**config.mk**
```make
export PLATFORM = sky130hd
export DESIGN_NAME = rgb565_pixel_blender
export DESIGN_NICKNAME = d
export VERILOG_FILES = /design/src/rpb_pkg.sv /design/src/rgb565_pixel_blender.sv
export SDC_FILE = /design/constraint.sdc
export NUM_CORES = 2
export LEC_CHECK = 0
export BUFFER_PORTS_ARGS = -buffer_cell sky130_fd_sc_hd__buf_2
export CAP_MARGIN = 10
export CORE_UTILIZATION = 60
export DETAILED_ROUTE_END_ITERATION = 12
export GPL_ROUTABILITY_DRIVEN = 1
export PLACE_DENSITY = 0.78
export SKIP_LAST_GASP = 1
export SYNTH_ARGS = -nofsm -noshare
export SYNTH_HDL_FRONTEND = slang
export SYNTH_SLANG_ARGS = --single-unit
```
**constraint.sdc**
```tcl
create_clock -name i_clk -period 16.88 [get_ports i_clk]
set_input_delay 0.844 -clock i_clk [delete_from_list [all_inputs] [get_ports i_clk]]
set_output_delay 0.844 -clock i_clk [all_outputs]
set_load 0.05 [all_outputs]
```
**src/rpb_pkg.sv**
```systemverilog
// Package for the RGB565 pixel blender: beat types, stage records,
// register and mode codes, and the constant dividers used by multiply mode.
// No dependencies.
package rpb_pkg;

    // Register index codes, word addressed on the config port
    localparam logic [1:0] REG_BLEND_MODE   = 2'd0;
    localparam logic [1:0] REG_ALPHA_ENABLE = 2'd1;
    localparam logic [1:0] REG_MASK_ENABLE  = 2'd2;
    localparam logic [1:0] REG_MASK_COLOR   = 2'd3;

    // Blend mode codes; any other code blends as multiply
    localparam logic [1:0] MODE_NORMAL   = 2'd0;
    localparam logic [1:0] MODE_ADDITIVE = 2'd1;

    // Alpha levels with special handling
    localparam logic [7:0] ALPHA_ZERO   = 8'h00;
    localparam logic [7:0] ALPHA_OPAQUE = 8'hFF;

    // Channel maxima
    localparam logic [5:0] MAX_5BIT = 6'h1F;
    localparam logic [5:0] MAX_6BIT = 6'h3F;

    typedef struct packed {
        logic [23:0] src_color;
        logic [15:0] bg_color;
    } t_in_beat;

    typedef struct packed {
        logic [15:0] out_color;
        logic        write_enable;
    } t_out_beat;

    // What a beat turns into once the key and alpha tests are done
    typedef enum logic [1:0] {
        K_SKIP,
        K_PASS,
        K_BLEND
    } t_kind;

    // Products stage: channel 0 red, 1 green, 2 blue
    typedef struct packed {
        t_kind            kind;
        logic [15:0]      pass_color;
        logic [7:0]       alpha;
        logic [2:0][13:0] sa;
        logic [2:0][13:0] dn;
        logic [2:0][11:0] sd;
        logic [2:0][5:0]  d;
    } t_stg_b;

    // Quotient stage: normal and additive results are final here
    typedef struct packed {
        t_kind            kind;
        logic [15:0]      pass_color;
        logic [7:0]       alpha;
        logic [2:0][5:0]  q;
        logic [2:0][13:0] dn;
        logic [2:0][5:0]  nrm;
        logic [2:0][5:0]  add;
    } t_stg_c;

    // Floor of x / 31 for x up to 961: reciprocal estimate, one correction
    function automatic logic [5:0] div31(input logic [10:0] x);
        logic [16:0] t;
        logic [5:0]  q0;
        logic [11:0] prod;
        logic [11:0] rem;
        t    = ({6'b0, x} << 5) + {6'b0, x};
        q0   = t[15:10];
        prod = 12'(q0) * 12'd31;
        rem  = {1'b0, x} - prod;
        return (rem >= 12'd31) ? q0 + 6'd1 : q0;
    endfunction

    // Floor of x / 63 for x up to 3969: reciprocal estimate, one correction
    function automatic logic [5:0] div63(input logic [11:0] x);
        logic [17:0] t;
        logic [5:0]  q0;
        logic [11:0] prod;
        logic [11:0] rem;
        t    = ({6'b0, x} << 6) + {6'b0, x};
        q0   = t[17:12];
        prod = 12'(q0) * 12'd63;
        rem  = x - prod;
        return (rem >= 12'd63) ? q0 + 6'd1 : q0;
    endfunction

endpackage

```
**src/rgb565_pixel_blender.sv**
```systemverilog
// RGB565 pixel blender top level: config registers and a four-register
// pipeline for colour key, alpha and blend. Depends on rpb_pkg.
//
//  channel   signals                          width  role
//  in        i_in_valid/i_in_data/o_in_stall  40     source + background pixel
//  out       o_out_valid/o_out_data/i_out_stall 17   pixel + write enable
//  config    psel/penable/pwrite/paddr/...    32     four registers at 4*i
//
// One beat per clock sustained while the output is not stalled. A result
// passes the input register, products, quotients and the result register;
// the split follows the multiply mode chain (product, divide by channel
// maximum, product). Reset clears the valid bits and the config registers.
// Each stage holds while the one after it is full and stalled, so a stall on
// the output reaches the input only once every stage holds a beat.
module rgb565_pixel_blender (
    input  logic              i_clk,
    input  logic              i_rst_n,
    input  logic              i_in_valid,
    input  rpb_pkg::t_in_beat i_in_data,
    output logic              o_in_stall,
    output logic              o_out_valid,
    output rpb_pkg::t_out_beat o_out_data,
    input  logic              i_out_stall,
    input  logic              psel,
    input  logic              penable,
    input  logic              pwrite,
    input  logic [3:0]        paddr,
    input  logic [31:0]       pwdata,
    output logic [31:0]       prdata,
    output logic              pready
);
    import rpb_pkg::*;

    logic [1:0]  r_blend_mode;
    logic        r_alpha_enable;
    logic        r_mask_enable;
    logic [23:0] r_mask_color;
    logic        cfg_wr;

    logic        r_a_vld, r_b_vld, r_c_vld, r_out_vld;
    t_in_beat    r_a;
    t_stg_b      r_b, n_b;
    t_stg_c      r_c, n_c;
    t_out_beat   r_out, n_out;
    logic        en_a, en_b, en_c, en_out;

    // Config port: always ready, written on the access cycle
    assign pready = 1'b1;
    assign cfg_wr = psel && penable && pwrite && pready;

    always_ff @(posedge i_clk) begin
        if (!i_rst_n) begin
            r_blend_mode   <= MODE_NORMAL;
            r_alpha_enable <= 1'b0;
            r_mask_enable  <= 1'b0;
            r_mask_color   <= '0;
        end else if (cfg_wr) begin
            case (paddr[3:2])
                REG_BLEND_MODE:   r_blend_mode   <= pwdata[1:0];
                REG_ALPHA_ENABLE: r_alpha_enable <= pwdata[0];
                REG_MASK_ENABLE:  r_mask_enable  <= pwdata[0];
                REG_MASK_COLOR:   r_mask_color   <= pwdata[23:0];
                default: ;
            endcase
        end
    end

    always_comb begin
        case (paddr[3:2])
            REG_BLEND_MODE:   prdata = {30'b0, r_blend_mode};
            REG_ALPHA_ENABLE: prdata = {31'b0, r_alpha_enable};
            REG_MASK_ENABLE:  prdata = {31'b0, r_mask_enable};
            REG_MASK_COLOR:   prdata = {8'b0, r_mask_color};
            default:          prdata = '0;
        endcase
    end

    // Stage enables: a stage advances when empty or when the next one advances
    assign en_out     = !r_out_vld || !i_out_stall;
    assign en_c       = !r_c_vld || en_out;
    assign en_b       = !r_b_vld || en_c;
    assign en_a       = !r_a_vld || en_b;
    assign o_in_stall = !en_a;

    // Key and alpha tests, per-channel products
    always_comb begin
        logic [15:0] rgb;
        logic [7:0]  alpha;
        logic [7:0]  inv;
        logic [5:0]  s [3];
        logic [5:0]  d [3];
        rgb   = r_a.src_color[23:8];
        alpha = r_a.src_color[7:0];
        inv   = ALPHA_OPAQUE - alpha;
        s[0]  = {1'b0, rgb[15:11]};
        s[1]  = rgb[10:5];
        s[2]  = {1'b0, rgb[4:0]};
        d[0]  = {1'b0, r_a.bg_color[15:11]};
        d[1]  = r_a.bg_color[10:5];
        d[2]  = {1'b0, r_a.bg_color[4:0]};

        n_b.alpha = alpha;
        if (r_mask_enable && (r_a.src_color == r_mask_color)) begin
            n_b.kind       = K_SKIP;
            n_b.pass_color = '0;
        end else if (r_alpha_enable) begin
            n_b.pass_color = rgb;
            if (alpha == ALPHA_ZERO) begin
                n_b.kind = K_SKIP;
            end else if (alpha == ALPHA_OPAQUE) begin
                n_b.kind = K_PASS;
            end else begin
                n_b.kind = K_BLEND;
            end
        end else begin
            n_b.kind       = K_PASS;
            n_b.pass_color = r_a.src_color[15:0];
        end

        for (int c = 0; c < 3; c++) begin
            n_b.sa[c] = 14'(s[c]) * 14'(alpha);
            n_b.dn[c] = 14'(d[c]) * 14'(inv);
            n_b.sd[c] = 12'(s[c]) * 12'(d[c]);
            n_b.d[c]  = d[c];
        end
    end

    // Quotients for multiply, final normal and additive values
    always_comb begin
        logic [14:0] sum;
        logic [6:0]  acc;
        logic [5:0]  maxv;
        n_c.kind       = r_b.kind;
        n_c.pass_color = r_b.pass_color;
        n_c.alpha      = r_b.alpha;
        for (int c = 0; c < 3; c++) begin
            maxv = (c == 1) ? MAX_6BIT : MAX_5BIT;
            n_c.q[c]   = (c == 1) ? div63(r_b.sd[c]) : div31(r_b.sd[c][10:0]);
            n_c.dn[c]  = r_b.dn[c];
            sum        = 15'(r_b.sa[c]) + 15'(r_b.dn[c]);
            n_c.nrm[c] = sum[13:8] & maxv;
            acc        = 7'(r_b.sa[c][13:8]) + 7'(r_b.d[c]);
            n_c.add[c] = (acc > 7'(maxv)) ? maxv : acc[5:0];
        end
    end

    // Multiply mix, mode select, packing
    always_comb begin
        logic [14:0] sum;
        logic [5:0]  ch [3];
        logic [5:0]  maxv;
        for (int c = 0; c < 3; c++) begin
            maxv = (c == 1) ? MAX_6BIT : MAX_5BIT;
            sum  = 15'(15'(r_c.q[c]) * 15'(r_c.alpha)) + 15'(r_c.dn[c]);
            case (r_blend_mode)
                MODE_NORMAL:   ch[c] = r_c.nrm[c];
                MODE_ADDITIVE: ch[c] = r_c.add[c];
                default:       ch[c] = sum[13:8] & maxv;
            endcase
        end
        case (r_c.kind)
            K_PASS: begin
                n_out.out_color    = r_c.pass_color;
                n_out.write_enable = 1'b1;
            end
            K_BLEND: begin
                n_out.out_color    = {ch[0][4:0], ch[1], ch[2][4:0]};
                n_out.write_enable = 1'b1;
            end
            default: begin
                n_out.out_color    = '0;
                n_out.write_enable = 1'b0;
            end
        endcase
    end

    // Advance valid bits
    always_ff @(posedge i_clk) begin
        if (!i_rst_n) begin
            r_a_vld   <= 1'b0;
            r_b_vld   <= 1'b0;
            r_c_vld   <= 1'b0;
            r_out_vld <= 1'b0;
        end else begin
            if (en_a)   r_a_vld   <= i_in_valid;
            if (en_b)   r_b_vld   <= r_a_vld;
            if (en_c)   r_c_vld   <= r_b_vld;
            if (en_out) r_out_vld <= r_c_vld;
        end
    end

    // Load payloads only when a beat moves in
    always_ff @(posedge i_clk) begin
        if (en_a && i_in_valid) r_a   <= i_in_data;
        if (en_b && r_a_vld)    r_b   <= n_b;
        if (en_c && r_b_vld)    r_c   <= n_c;
        if (en_out && r_c_vld)  r_out <= n_out;
    end

    assign o_out_valid = r_out_vld;
    assign o_out_data  = r_out;

endmodule

```
==> flow_metrics.tcl <==
set metrics [dict create \
    grt.total_usage_pct 27.18 \
    critPathMaxFanout 8 \
    grt_pass1_vias 24290 \
    min_period_ns 7.464 \
    ys_seq_elements 359 \
    cts_resized 0 \
    ios 135 \
    cts_made_buffers 42 \
    power_mw 6.578 \
    ys_types 75 \
    fin_util_pct 66.16 \
    timing.final.ws_setup_ns 9.416 \
    status "finished, final reports clean" \
    synth-async-reset-ratio_pct 0 \
    grt_overflow_total 0 \
    die-area_um2 56280 \
    final_antenna_net_count 0 \
    place_ws_ns 9.516 \
    dr.pass1.iters 5 \
    ir_drop_v 0.0003401 \
    clock-sinks 359 \
    grt_antenna_before_repair 3 \
    leakage_nw 16.78 \
    finalHoldViolations 0 \
    ys_seq_area_share_pct 31.50 \
    hold_depth 0 \
    r2r_end "r_c[87]$_DFFE_PP_" \
    max-cap-violations 0 \
    synth_area_um2 33200 \
    clockRootBuffer "clkbuf_16" \
    fin_hold_ws_ns 0.4036 \
    drive_above_1_share_pct 7.413 \
    drcViolationCount 0 \
    timing.final.max_slew_violations 0 \
    clockBufferDepth 3 \
    grt_max_degree 155 \
    rr_startpoint "r_b[31]$_DFFE_PP_" \
    finClkSkew_ns 0.02237 \
    fmax_mhz 134.0 \
    drt-vias-per-instance 5.723 \
    ff2ff_path_depth 26 \
    synthCells 3170 \
    synth.avg_cell_area_um2 10.47 \
    nets 4043 \
    rsz0062_at_grt "false" \
    synthTopCellsByCount "inv_1, ha_1, edfxtp_1, nand2_1, fa_1" \
    dp_cells 3896 \
    die_width_um 237.2 \
    die_y_um 237.2 \
    wl_per_cell_um 18.51 \
    numPortBuffers 115 \
    synth_edf_count 327 \
    clock_latency_ns 0.59 \
    drtIter0Drc 1508 \
    layout_worst_path_cycle_share_pct 44.22 \
    syn_to_final_growth_pct 8.076 \
    synthTopCellsByArea "edfxtp_1, fa_1, ha_1" \
    num_rows 85 \
    post_dp_cell_area_um2 34440 \
    design_area_um2 35880 \
    cts_hold_buf 0 \
    ys_warn_count 0 \
    crit_arrival_ns 7.80 \
    via_count 22750 \
    worstSetupPathType "register to register" \
    hold_path.class "register to register" \
    cp_data_required_time_ns 17.21 \
    clk_pin_slew_ns 0.07 \
    worst_pin_slew_ns 1.150 \
    start_util_pct 61.21 \
    gp_congestion 0.8376 \
    synth.most_common_cell "inv_1" \
    hold_end "r_c[112]$_DFFE_PP_" \
    powerDensity_nw_per_um2 183.3 \
    crit_path_start_kind "register" \
    cts_tree "done" \
    layoutNonFillerInstCount 3975 \
    core_um2 54240 \
    timing.setup.tns_ns 0 \
    cts_max_level 2 \
    crit_path_end_kind "register" \
    relSlewSlack_pct 22.86 \
    synth-main-ff-cell "edfxtp_1" \
    drt_wl_total_um 73570 \
    cts_setup_buffers 0 \
    setup_viol 0 \
    rrSetupSlack_ns 9.42 \
    hold_path_startpoint "n_c[112]$_SDFFCE_PP0P_" \
    synth_top_area_share_pct 29.57 \
    grt_pass1_wl_um 121500 \
    yosys.area.top_type "edfxtp_1" \
    hpwl_um 54560 \
]
cells in the final DEF, fill, tap and decap left out, types with 7 or more instances in the layout:
cell type,instances
o211ai_1,12
a21oi_1,139
and3_1,35
xor2_1,58
inv_1,503
nand2_1,309
a21boi_0,27
fa_1,307
o21ai_0,38
nor2b_1,68
and2_1,149
nand2b_1,87
nor2_1,66
ha_1,409
nor3_1,26
nand3_1,27
edfxtp_1,327
or2_2,8
a21o_1,44
a2111oi_0,10
o21bai_1,62
o21a_1,13
clkbuf_16,45
nor4_1,9
conb_1,9
mux2i_1,36
buf_2,115
nand4_1,8
buf_4,24
dfxtp_1,32
o221ai_1,9
inv_6,7
xnor2_1,142
critical path: stages (launching register included):
cell and delay [ns]:
edfxtp_1 0.51, ha_1 0.35, a31oi_1 0.09, o21ai_0 0.27
a21oi_1 0.22, nor2_1 0.34, nand3_1 0.15, xnor2_1 0.45
inv_1 0.18, ha_1 0.35, ha_1 0.28, inv_1 0.07
fa_1 0.53, inv_1 0.05, fa_1 0.53, inv_1 0.05
fa_1 0.49, inv_1 0.04, ha_1 0.37, a21o_1 0.19
a2111oi_0 0.44, a21oi_1 0.16, xnor2_1 0.14, nor4_1 0.17
nand4b_1 0.42, nand4b_1 0.28, xnor2_1 0.09
power by group:
part,switching [mW],internal (mW),leakage [nW],total (mW)
clock,0.399,0.552,0.710,0.952
combinational,2.48,1.89,12.7,4.38
sequential,0.0964,1.15,3.38,1.25
registers in the layout, summed over array words and instances (netlist names), 2 cells and up:
signal and flops:
n_b 24, n_c 66, o_out_data 17, r_a 16, r_b 88, r_blend_mode 2
r_c 116, r_mask_color 24
cell families after synthesis:
| family | Yosys count | share of synthesized area, % |
|---|---|---|
| compound gates | 408 | 8.102 |
| xor+xnor | 202 | 5.412 |
| fa+ha+maj | 716 | 33.92 |
| buf+inv | 621 | 7.126 |
| flops | 359 | 31.50 |
| mux | 40 | 1.278 |
| other cells | 2 | 0.02262 |
| simple gates | 822 | 12.63 |
metal layers:
layer / up-vias / global-route usage [%] / wire length (µm)
li1: 10580 / - / -
met4: 0 / 9.345 / 2169
met2: 712 / 47.43 / 36330
met3: 156 / 3.310 / 4400
met1: 11300 / 35.05 / 30670
met5: - / 0 / 0
final cells by class:
type                    instances  area [µm²]
fillers                      4004       18360
clock inverters                25       260.3
well taps                     696       870.8
inverters                     504        1892
flip-flops and latches        359       10460
clock buffers                  53        1184
multi-input cells            2197       20440
repair buffers                140       775.7
diodes                          1       2.502
worst max path at each step:
stage / startpoint / to / cells after the start
2_1_floorplan: i_out_stall / n_c[100]$_DFFE_PP_ / 2
3_5_place_dp: r_b[31]$_DFFE_PP_ / r_c[88]$_DFFE_PP_ / 26
6_report: r_b[31]$_DFFE_PP_ / r_c[87]$_DFFE_PP_ / 26
4_1_cts: r_b[31]$_DFFE_PP_ / r_c[88]$_DFFE_PP_ / 26
5_1_grt: r_b[31]$_DFFE_PP_ / r_c[87]$_DFFE_PP_ / 26
3_3_place_gp: r_b[20]$_DFFE_PP_ / r_c[79]$_DFFE_PP_ / 23
(Power assumes the default switching activity.)
